==> config.mk <==
export PLATFORM = sky130hd
export DESIGN_NAME = text_halo_alpha_blend_flat
export DESIGN_NICKNAME = d
export VERILOG_FILES = /design/src/hw/rtl/thab_pkg.sv /design/src/hw/rtl/thab_if.sv /design/src/hw/rtl/text_halo_alpha_blend.sv /design/src/hw/rtl/thab_decode.sv /design/src/hw/rtl/thab_mul.sv /design/src/hw/rtl/thab_sat.sv /design/src/flat_wrapper.sv
export SDC_FILE = /design/constraint.sdc
export NUM_CORES = 2
export LEC_CHECK = 0
export ABC_AREA = 1
export BUFFER_PORTS_ARGS = -buffer_cell sky130_fd_sc_hd__buf_4
export CELL_PAD_IN_SITES_DETAIL_PLACEMENT = 0
export CELL_PAD_IN_SITES_GLOBAL_PLACEMENT = 1
export CORE_ASPECT_RATIO = 0.8
export CORE_MARGIN = 4
export CORE_UTILIZATION = 45
export DETAILED_ROUTE_END_ITERATION = 7
export PLACE_DENSITY_LB_ADDON = 0.1
export SLEW_MARGIN = 40
export SYNTH_ARGS = -nofsm -noshare
export SYNTH_HDL_FRONTEND = slang
export SYNTH_HIERARCHICAL = 1
export SYNTH_SLANG_ARGS = --single-unit
==> constraint.sdc <==
create_clock -name clk -period 15.3 [get_ports clk]
set_input_delay 2.295 -clock clk [delete_from_list [all_inputs] [get_ports clk]]
set_output_delay 2.295 -clock clk [all_outputs]
set_load 0.02 [all_outputs]
==> src/hw/rtl/thab_pkg.sv <==
`default_nettype none

package thab_pkg;

    localparam int unsigned LANES        = 6;
    localparam int unsigned SAMPLE_W     = 8;
    localparam int unsigned WEIGHT_W     = 9;
    localparam int unsigned IMG_W        = 11;
    localparam int unsigned SPROD_W      = 20;
    localparam int unsigned CPROD_W      = 17;
    localparam int unsigned SUM_W        = 21;
    localparam int unsigned LUMA_SHIFT   = 6;
    localparam int unsigned CHROMA_SHIFT = 7;

    localparam logic [7:0] LUMA_FULL   = 8'd64;
    localparam logic [7:0] CHROMA_FULL = 8'd128;
    localparam logic [7:0] SAT_MAX     = 8'd255;

    localparam logic [1:0] REG_PIXEL_FORMAT = 2'd0;
    localparam logic [1:0] REG_TEXT_COLOR   = 2'd1;
    localparam logic [1:0] REG_HALO_COLOR   = 2'd2;

    typedef enum logic [1:0] {
        FMT_RGB24 = 2'd0,
        FMT_RGB32 = 2'd1,
        FMT_YUY2  = 2'd2,
        FMT_YV12  = 2'd3
    } fmt_t;

    typedef struct packed {
        logic [SAMPLE_W-1:0] s;
        logic [SAMPLE_W-1:0] ct;
        logic [SAMPLE_W-1:0] ch;
        logic [WEIGHT_W-1:0] at;
        logic [WEIGHT_W-1:0] ah;
        logic                chroma;
    } lane_t;

    typedef struct packed {
        logic signed [SPROD_W-1:0] sp;
        logic [CPROD_W-1:0]        tp;
        logic [CPROD_W-1:0]        hp;
        logic                      chroma;
    } prod_t;

    typedef lane_t [LANES-1:0] lane_vec_t;
    typedef prod_t [LANES-1:0] prod_vec_t;
    typedef logic [LANES-1:0][SAMPLE_W-1:0] sample_vec_t;

endpackage

`default_nettype wire

==> src/hw/rtl/thab_if.sv <==
`default_nettype none

interface thab_in_if;
    logic        valid;
    logic        ready;
    logic [7:0]  sample_a;
    logic [7:0]  sample_b;
    logic [7:0]  sample_c;
    logic [7:0]  sample_d;
    logic [7:0]  sample_e;
    logic [7:0]  sample_f;
    logic [31:0] mask_row_top;
    logic [31:0] mask_row_bottom;

    modport source (
        output valid, sample_a, sample_b, sample_c, sample_d, sample_e, sample_f,
               mask_row_top, mask_row_bottom,
        input  ready
    );
    modport sink (
        input  valid, sample_a, sample_b, sample_c, sample_d, sample_e, sample_f,
               mask_row_top, mask_row_bottom,
        output ready
    );
endinterface

interface thab_out_if;
    logic       valid;
    logic       ready;
    logic [7:0] out_a;
    logic [7:0] out_b;
    logic [7:0] out_c;
    logic [7:0] out_d;
    logic [7:0] out_e;
    logic [7:0] out_f;

    modport source (
        output valid, out_a, out_b, out_c, out_d, out_e, out_f,
        input  ready
    );
    modport sink (
        input  valid, out_a, out_b, out_c, out_d, out_e, out_f,
        output ready
    );
endinterface

`default_nettype wire

==> src/hw/rtl/text_halo_alpha_blend.sv <==
// Text and halo alpha blend over video sample groups.
//
// Input channel "pixels" carries six samples and two rows of mask bytes;
// output channel "blended" carries the six blended samples. One transfer
// happens at each rising edge where valid and ready are both high.
// The user must write registers (pixel format, text color, halo color) via
// wr_en / wr_index / wr_data only while no item is in flight; not enforced.
//
// Three register stages: lane decode, multiply, sum and saturate. One item
// is taken every cycle while the output is not stalled. Each stage holds
// while the stage behind it is full and stalled, so when the receiver drops
// ready the pipeline fills up and then pixels.ready falls; nothing is
// dropped or repeated.
//
// Reset (rst_n low, asynchronous) empties the pipeline and sets RGB24,
// white text and black halo.
`default_nettype none

module text_halo_alpha_blend (
    input  wire logic       clk,
    input  wire logic       rst_n,
    thab_in_if.sink         pixels,
    thab_out_if.source      blended,
    input  wire logic       wr_en,
    input  wire logic [1:0] wr_index,
    input  wire logic [23:0] wr_data
);
    import thab_pkg::*;

    fmt_t        fmt_reg;
    logic [23:0] text_color_reg;
    logic [23:0] halo_color_reg;

    logic v1_reg, v2_reg, v3_reg;
    logic rdy1, rdy2, rdy3;

    sample_vec_t samples;
    lane_vec_t   lanes_next, lanes_reg;
    prod_vec_t   prods_next, prods_reg;
    sample_vec_t res_next, res_reg;

    always_ff @(posedge clk or negedge rst_n)
    begin
        if (!rst_n)
        begin
            fmt_reg        <= FMT_RGB24;
            text_color_reg <= 24'hFFFFFF;
            halo_color_reg <= 24'h000000;
        end
        else if (wr_en)
        begin
            case (wr_index)
                REG_PIXEL_FORMAT: fmt_reg        <= fmt_t'(wr_data[1:0]);
                REG_TEXT_COLOR:   text_color_reg <= wr_data;
                REG_HALO_COLOR:   halo_color_reg <= wr_data;
                default:
                begin
                end
            endcase
        end
    end

    assign rdy3 = !v3_reg || blended.ready;
    assign rdy2 = !v2_reg || rdy3;
    assign rdy1 = !v1_reg || rdy2;
    assign pixels.ready = rdy1;

    assign samples[0] = pixels.sample_a;
    assign samples[1] = pixels.sample_b;
    assign samples[2] = pixels.sample_c;
    assign samples[3] = pixels.sample_d;
    assign samples[4] = pixels.sample_e;
    assign samples[5] = pixels.sample_f;

    thab_decode u_decode (
        .fmt        (fmt_reg),
        .text_color (text_color_reg),
        .halo_color (halo_color_reg),
        .samples    (samples),
        .top        (pixels.mask_row_top),
        .bot        (pixels.mask_row_bottom),
        .lanes      (lanes_next)
    );

    for (genvar g = 0; g < LANES; g++)
    begin : g_lane
        thab_mul u_mul (
            .lane (lanes_reg[g]),
            .prod (prods_next[g])
        );
        thab_sat u_sat (
            .prod   (prods_reg[g]),
            .result (res_next[g])
        );
    end

    always_ff @(posedge clk or negedge rst_n)
    begin
        if (!rst_n)
        begin
            v1_reg <= 1'b0;
            v2_reg <= 1'b0;
            v3_reg <= 1'b0;
        end
        else
        begin
            if (rdy1)
                v1_reg <= pixels.valid;
            if (rdy2)
                v2_reg <= v1_reg;
            if (rdy3)
                v3_reg <= v2_reg;
        end
    end

    always_ff @(posedge clk)
    begin
        if (rdy1 && pixels.valid)
            lanes_reg <= lanes_next;
        if (rdy2 && v1_reg)
            prods_reg <= prods_next;
        if (rdy3 && v2_reg)
            res_reg <= res_next;
    end

    assign blended.valid = v3_reg;
    assign blended.out_a = res_reg[0];
    assign blended.out_b = res_reg[1];
    assign blended.out_c = res_reg[2];
    assign blended.out_d = res_reg[3];
    assign blended.out_e = res_reg[4];
    assign blended.out_f = res_reg[5];

endmodule

`default_nettype wire

==> src/hw/rtl/thab_decode.sv <==
`default_nettype none

module thab_decode (
    input  wire thab_pkg::fmt_t        fmt,
    input  wire logic [23:0]           text_color,
    input  wire logic [23:0]           halo_color,
    input  wire thab_pkg::sample_vec_t samples,
    input  wire logic [31:0]           top,
    input  wire logic [31:0]           bot,
    output thab_pkg::lane_vec_t        lanes
);
    import thab_pkg::*;

    logic [7:0] t_hi, t_md, t_lo, h_hi, h_md, h_lo;
    logic [7:0] m0, m1, m2, m3, b0, b1, b2, b3;
    logic [8:0] yuy_wt, yuy_wh;
    logic [9:0] yv_st, yv_sh;

    assign t_hi = text_color[23:16];
    assign t_md = text_color[15:8];
    assign t_lo = text_color[7:0];
    assign h_hi = halo_color[23:16];
    assign h_md = halo_color[15:8];
    assign h_lo = halo_color[7:0];
    assign m0 = top[7:0];
    assign m1 = top[15:8];
    assign m2 = top[23:16];
    assign m3 = top[31:24];
    assign b0 = bot[7:0];
    assign b1 = bot[15:8];
    assign b2 = bot[23:16];
    assign b3 = bot[31:24];

    assign yuy_wt = 9'(m0) + 9'(m2);
    assign yuy_wh = 9'(m1) + 9'(m3);
    assign yv_st  = 10'(m0) + 10'(m2) + 10'(b0) + 10'(b2);
    assign yv_sh  = 10'(m1) + 10'(m3) + 10'(b1) + 10'(b3);

    // zero weights on the luma scale give the sample back unchanged
    always_comb
    begin
        for (int i = 0; i < LANES; i++)
        begin
            lanes[i].s      = samples[i];
            lanes[i].ct     = '0;
            lanes[i].ch     = '0;
            lanes[i].at     = '0;
            lanes[i].ah     = '0;
            lanes[i].chroma = 1'b0;
        end
        case (fmt)
            FMT_RGB24, FMT_RGB32:
            begin
                lanes[0].ct = t_lo; lanes[0].ch = h_lo;
                lanes[1].ct = t_md; lanes[1].ch = h_md;
                lanes[2].ct = t_hi; lanes[2].ch = h_hi;
                for (int i = 0; i < 3; i++)
                begin
                    lanes[i].at = 9'(m0);
                    lanes[i].ah = 9'(m1);
                end
            end
            FMT_YUY2:
            begin
                lanes[0].ct = t_hi; lanes[0].ch = h_hi;
                lanes[0].at = 9'(m0); lanes[0].ah = 9'(m1);
                lanes[2].ct = t_hi; lanes[2].ch = h_hi;
                lanes[2].at = 9'(m2); lanes[2].ah = 9'(m3);
                lanes[1].ct = t_md; lanes[1].ch = h_md;
                lanes[3].ct = t_lo; lanes[3].ch = h_lo;
                lanes[1].at = yuy_wt; lanes[1].ah = yuy_wh; lanes[1].chroma = 1'b1;
                lanes[3].at = yuy_wt; lanes[3].ah = yuy_wh; lanes[3].chroma = 1'b1;
            end
            FMT_YV12:
            begin
                for (int i = 0; i < 4; i++)
                begin
                    lanes[i].ct = t_hi;
                    lanes[i].ch = h_hi;
                end
                lanes[0].at = 9'(m0); lanes[0].ah = 9'(m1);
                lanes[1].at = 9'(m2); lanes[1].ah = 9'(m3);
                lanes[2].at = 9'(b0); lanes[2].ah = 9'(b1);
                lanes[3].at = 9'(b2); lanes[3].ah = 9'(b3);
                lanes[4].ct = t_md; lanes[4].ch = h_md;
                lanes[5].ct = t_lo; lanes[5].ch = h_lo;
                lanes[4].at = yv_st[9:1]; lanes[4].ah = yv_sh[9:1]; lanes[4].chroma = 1'b1;
                lanes[5].at = yv_st[9:1]; lanes[5].ah = yv_sh[9:1]; lanes[5].chroma = 1'b1;
            end
            default:
            begin
            end
        endcase
    end

endmodule

`default_nettype wire

==> src/hw/rtl/thab_mul.sv <==
`default_nettype none

module thab_mul (
    input  wire thab_pkg::lane_t lane,
    output thab_pkg::prod_t      prod
);
    import thab_pkg::*;

    logic [7:0]              full;
    logic signed [IMG_W-1:0] img;

    assign full = lane.chroma ? CHROMA_FULL : LUMA_FULL;
    assign img  = $signed(IMG_W'(full) - IMG_W'(lane.at) - IMG_W'(lane.ah));

    assign prod.sp     = SPROD_W'($signed({1'b0, lane.s})) * SPROD_W'(img);
    assign prod.tp     = CPROD_W'(lane.ct) * CPROD_W'(lane.at);
    assign prod.hp     = CPROD_W'(lane.ch) * CPROD_W'(lane.ah);
    assign prod.chroma = lane.chroma;

endmodule

`default_nettype wire

==> src/hw/rtl/thab_sat.sv <==
`default_nettype none

module thab_sat (
    input  wire thab_pkg::prod_t prod,
    output logic [7:0]           result
);
    import thab_pkg::*;

    logic signed [SUM_W-1:0] sum;
    logic [SUM_W-1:0]        shifted;

    assign sum = SUM_W'(prod.sp) + $signed({4'b0, prod.tp}) + $signed({4'b0, prod.hp});
    assign shifted = prod.chroma ? (SUM_W'(sum) >> CHROMA_SHIFT)
                                 : (SUM_W'(sum) >> LUMA_SHIFT);

    always_comb
    begin
        if (sum[SUM_W-1])
            result = '0;
        else if (shifted > SUM_W'(SAT_MAX))
            result = SAT_MAX;
        else
            result = shifted[7:0];
    end

endmodule

`default_nettype wire
==> src/flat_wrapper.sv <==
// flat-port wrapper written by rule: the top's interface ports become plain ports
module text_halo_alpha_blend_flat import thab_pkg::*;
  (clk, rst_n, wr_en, wr_index, wr_data, pixels_valid, pixels_sample_a, pixels_sample_b, pixels_sample_c, pixels_sample_d, pixels_sample_e, pixels_sample_f, pixels_mask_row_top, pixels_mask_row_bottom, pixels_ready, blended_valid, blended_out_a, blended_out_b, blended_out_c, blended_out_d, blended_out_e, blended_out_f, blended_ready);
  thab_in_if pixels_i ();
  thab_out_if blended_i ();
  input  wire logic clk;
  input  wire logic rst_n;
  input  wire logic wr_en;
  input  wire logic [1:0] wr_index;
  input  wire logic [23:0] wr_data;
  input wire logic [$bits(pixels_i.valid)-1:0] pixels_valid;
  input wire logic [$bits(pixels_i.sample_a)-1:0] pixels_sample_a;
  input wire logic [$bits(pixels_i.sample_b)-1:0] pixels_sample_b;
  input wire logic [$bits(pixels_i.sample_c)-1:0] pixels_sample_c;
  input wire logic [$bits(pixels_i.sample_d)-1:0] pixels_sample_d;
  input wire logic [$bits(pixels_i.sample_e)-1:0] pixels_sample_e;
  input wire logic [$bits(pixels_i.sample_f)-1:0] pixels_sample_f;
  input wire logic [$bits(pixels_i.mask_row_top)-1:0] pixels_mask_row_top;
  input wire logic [$bits(pixels_i.mask_row_bottom)-1:0] pixels_mask_row_bottom;
  output wire logic [$bits(pixels_i.ready)-1:0] pixels_ready;
  output wire logic [$bits(blended_i.valid)-1:0] blended_valid;
  output wire logic [$bits(blended_i.out_a)-1:0] blended_out_a;
  output wire logic [$bits(blended_i.out_b)-1:0] blended_out_b;
  output wire logic [$bits(blended_i.out_c)-1:0] blended_out_c;
  output wire logic [$bits(blended_i.out_d)-1:0] blended_out_d;
  output wire logic [$bits(blended_i.out_e)-1:0] blended_out_e;
  output wire logic [$bits(blended_i.out_f)-1:0] blended_out_f;
  input wire logic [$bits(blended_i.ready)-1:0] blended_ready;
  assign pixels_i.valid = pixels_valid;
  assign pixels_i.sample_a = pixels_sample_a;
  assign pixels_i.sample_b = pixels_sample_b;
  assign pixels_i.sample_c = pixels_sample_c;
  assign pixels_i.sample_d = pixels_sample_d;
  assign pixels_i.sample_e = pixels_sample_e;
  assign pixels_i.sample_f = pixels_sample_f;
  assign pixels_i.mask_row_top = pixels_mask_row_top;
  assign pixels_i.mask_row_bottom = pixels_mask_row_bottom;
  assign pixels_ready = pixels_i.ready;
  assign blended_valid = blended_i.valid;
  assign blended_out_a = blended_i.out_a;
  assign blended_out_b = blended_i.out_b;
  assign blended_out_c = blended_i.out_c;
  assign blended_out_d = blended_i.out_d;
  assign blended_out_e = blended_i.out_e;
  assign blended_out_f = blended_i.out_f;
  assign blended_i.ready = blended_ready;
  text_halo_alpha_blend u_core (.clk(clk), .rst_n(rst_n), .pixels(pixels_i), .blended(blended_i), .wr_en(wr_en), .wr_index(wr_index), .wr_data(wr_data));
endmodule
==> results.md <==
- TritonCTS clock tree: yes
- Multi-input logic area: 57680 um^2
- Synth Instances: 10973
- First-pass GRT wire length: 392.7 mm
- Setup Viol. Count Final: 0
- Final WS setup: 8.266 ns
- Status: finished, final reports clean
- Seq/Total Area, Yosys: 22.53%
- Hpwl dp: 207.4 mm
- GRT met1 Usage: 34.18%
- RSZ-0062 raised after global routing: no
- Die width: 510.2 um
- Initial Util: 45.25%
- Max Cap Violations: 0
- Iter 0 DRT Violations: 4508
- Post-synth top area share: 22.45%
- Syn-to-layout area delta: 6.263%
- Filler cell count: 19678
- Reg2reg start: u_core/lanes_reg[60]$_DFFE_PP_
- Nets: 12970
- Critical path endpoint category: register
- Met2 usage: 38.54%
- Async set or reset register ratio after synthesis: 7.692%
- Clock Latency Late Sink: 0.73 ns
- Initial antenna violation count: 23
- Total track usage: 24.01%
- Fin. max-slew vios: 0
- Setup crit start kind: register
- Synthesized flop and latch total: 689
- ANT nets after route: 0
- Post-synth top cells: 2724 x inv_1, 2628 x nand2_1, 1018 x fa_1
- Cell area after synthesis: 90790 um^2
- Worst setup path category: register to register
- Avg Vias per Cell: 4.936
- Post-CTS Resized: 0
- CP delay by family, top: adder cells
- # rows: 147
- Slowest CP cell: edfxtp_1
- Synth area leaders: fa_1 22%, edfxtp_1 21%, ha_1 13%, inv_1 11%, nand2_1 11%
- DRC viols: 0
- R2r endpoint: u_core/prods_reg[109]$_DFFE_PP_
- Root Driver: clkbuf_16
- Sinks on Clock Net: 689
- Final Hold Fails: 0
- Vias in the first global route: 69255
- Max FFs per register: 330
- Hold path endpoint: u_core/text_color_reg[5]$_DFFE_PN1P_
- CP Buf/Inv Count: 7
- CTS Buffer Depth: 3
- Reg area: 20450 um^2
- Worst Max-Slew Pin Slew: 0.8088 ns
- IO Port Bufs: 192
- Post-synth EDFFs: 636
- CORE AREA: 200700 um^2
- Synth area leader: fa_1
- Most common cell in the netlist: inv_1
- CTS clk-pin slew, worst paths: 0.06 ns
- F_max: 142.2 MHz
- Die area: 209100 um^2
- Syn_area_per_cell: 8.274 um^2
- Met3 GRT Util: 2.918%
- Via count: 67237
- Skew final: 0.03089 ns
- R2R Setup Slk: 8.27 ns
- Rel. slew slack: 45.88%
- H-tree lvl count: 3
- CP max stage delay: 0.59 ns
- Pre-CTS WS: 8.308 ns
- Ports: 193
- Fin crit share: 45.98%
- Synth warn: 6
- Gr busiest metal: met2
- GRT overflow: 0
- Stages on worst setup path: 29
- Count of different cell masters after synthesis: 74
- Hold Path Class: register to register
- Routed WL per cell: 18.13 um
- Largest net degree at the start of global routing: 102
- CP max FO: 9
- Hold depth: 2
- Inserted Clock Buffers: 86
- Cell repeated most along the worst path: inv_1
- Worst path arrival time: 7.49 ns
- Min cycle time layout: 7.034 ns
- R2R depth: 29
- Hold path startpoint: u_core/text_color_reg[5]$_DFFE_PN1P_
- Routability cong.: 0.9026
- Data required, critical path: 15.76 ns
- Post CTS Setup Buffer Count: 0
- Layout cells sized above 1: 6.514%
- Primary FF master, synth: edfxtp_1
- DRT Wirelength: 247.0 mm
- Die Y: 409.8 um
- Setup TNS: 0 ns
- Initial DRT Pass Iterations: 6
- # hold bufs at CTS: 0
[kinds of logic (layout without fill, tap and decap cells)]
| logic type | Yosys count | in the layout | share of synthesized area [%] |
|---|---|---|---|
| xor gates and xnor gates | 391 | 391 | 3.813 |
| DFF | 689 | 689 | 22.53 |
| adders and majority gates | 1968 | 1968 | 35.54 |
| and+or+nand+nor | 3909 | 3909 | 18.44 |
| other | 1 | 14 | 0.004130 |
| buffers and inverters | 3177 | 3130 | 14.00 |
| AOI/OAI and AO/OA | 838 | 838 | 5.675 |
[per-layer routing]
metal  share of wire [%]  vias to the layer above
met5               0.022                        -
met1                  47                    32707
met2                  45                     1255
li1                    -                    32997
met3                 4.4                      270
met4                 3.1                        8
[worst max path at each step]
stage                                      endpoint  slack [ns]                            from
finish              u_core/prods_reg[109]$_DFFE_PP_        8.27  u_core/lanes_reg[60]$_DFFE_PP_
global route        u_core/prods_reg[109]$_DFFE_PP_        7.67  u_core/lanes_reg[60]$_DFFE_PP_
CTS                 u_core/prods_reg[109]$_DFFE_PP_        8.28  u_core/lanes_reg[60]$_DFFE_PP_
detailed placement  u_core/prods_reg[109]$_DFFE_PP_        8.31  u_core/lanes_reg[60]$_DFFE_PP_
global placement    u_core/prods_reg[109]$_DFFE_PP_        8.31  u_core/lanes_reg[60]$_DFFE_PP_
floorplan             u_core/prods_reg[0]$_DFFE_PP_        5.75                   blended_ready
[layout make-up]
type                       instances  area share (%)
multi-input combinational       7112           59.79
sequential                       689           21.20
inverter                        2767           10.81
tap                             2682           3.478
clock buffer                     105           2.487
timing repair buffer             203           1.611
clock inverter                    55          0.6005
antenna                            8         0.02075
[metrics by stage]
step	hold WS, ns	area (um^2)	cells	util [%]
finish	0.4642	96480	13621	48.08
global route	0.4929	96470	13616	48.07
CTS	0.4645	96440	13613	48.06
detailed placement	0.4552	93460	13453	46.58
global placement	0.4528	93420	13453	46.56
floorplan	0.4419	90810	10978	-
[cell usage in the layout (no fill, tap or decap), types with 36 or more instances in the layout]
master     count
edfxtp_1     636
inv_1       2722
xnor2_1      134
nand2_2       51
o21ai_0      143
a21o_1        36
o21bai_1      41
fa_1        1018
a21oi_1      386
o21ai_1       36
clkbuf_16     93
buf_4        195
nor2_1       549
ha_1         950
xor2_1       252
nand3_1      341
nand2_1     2628
nand4_1       77
[worst register-to-register path: cells and delay by family, from the launching register on]
family	cells	cell delay [ns]
xor+xnor	2	0.77
flops	1	0.59
compound gates	7	1.19
fa+ha+maj	7	2.95
buf+inv	7	0.58
simple gates	6	0.69
Power is not shown: default switching activity piles up to over one toggle a cycle in this logic, so the estimate is an artifact.
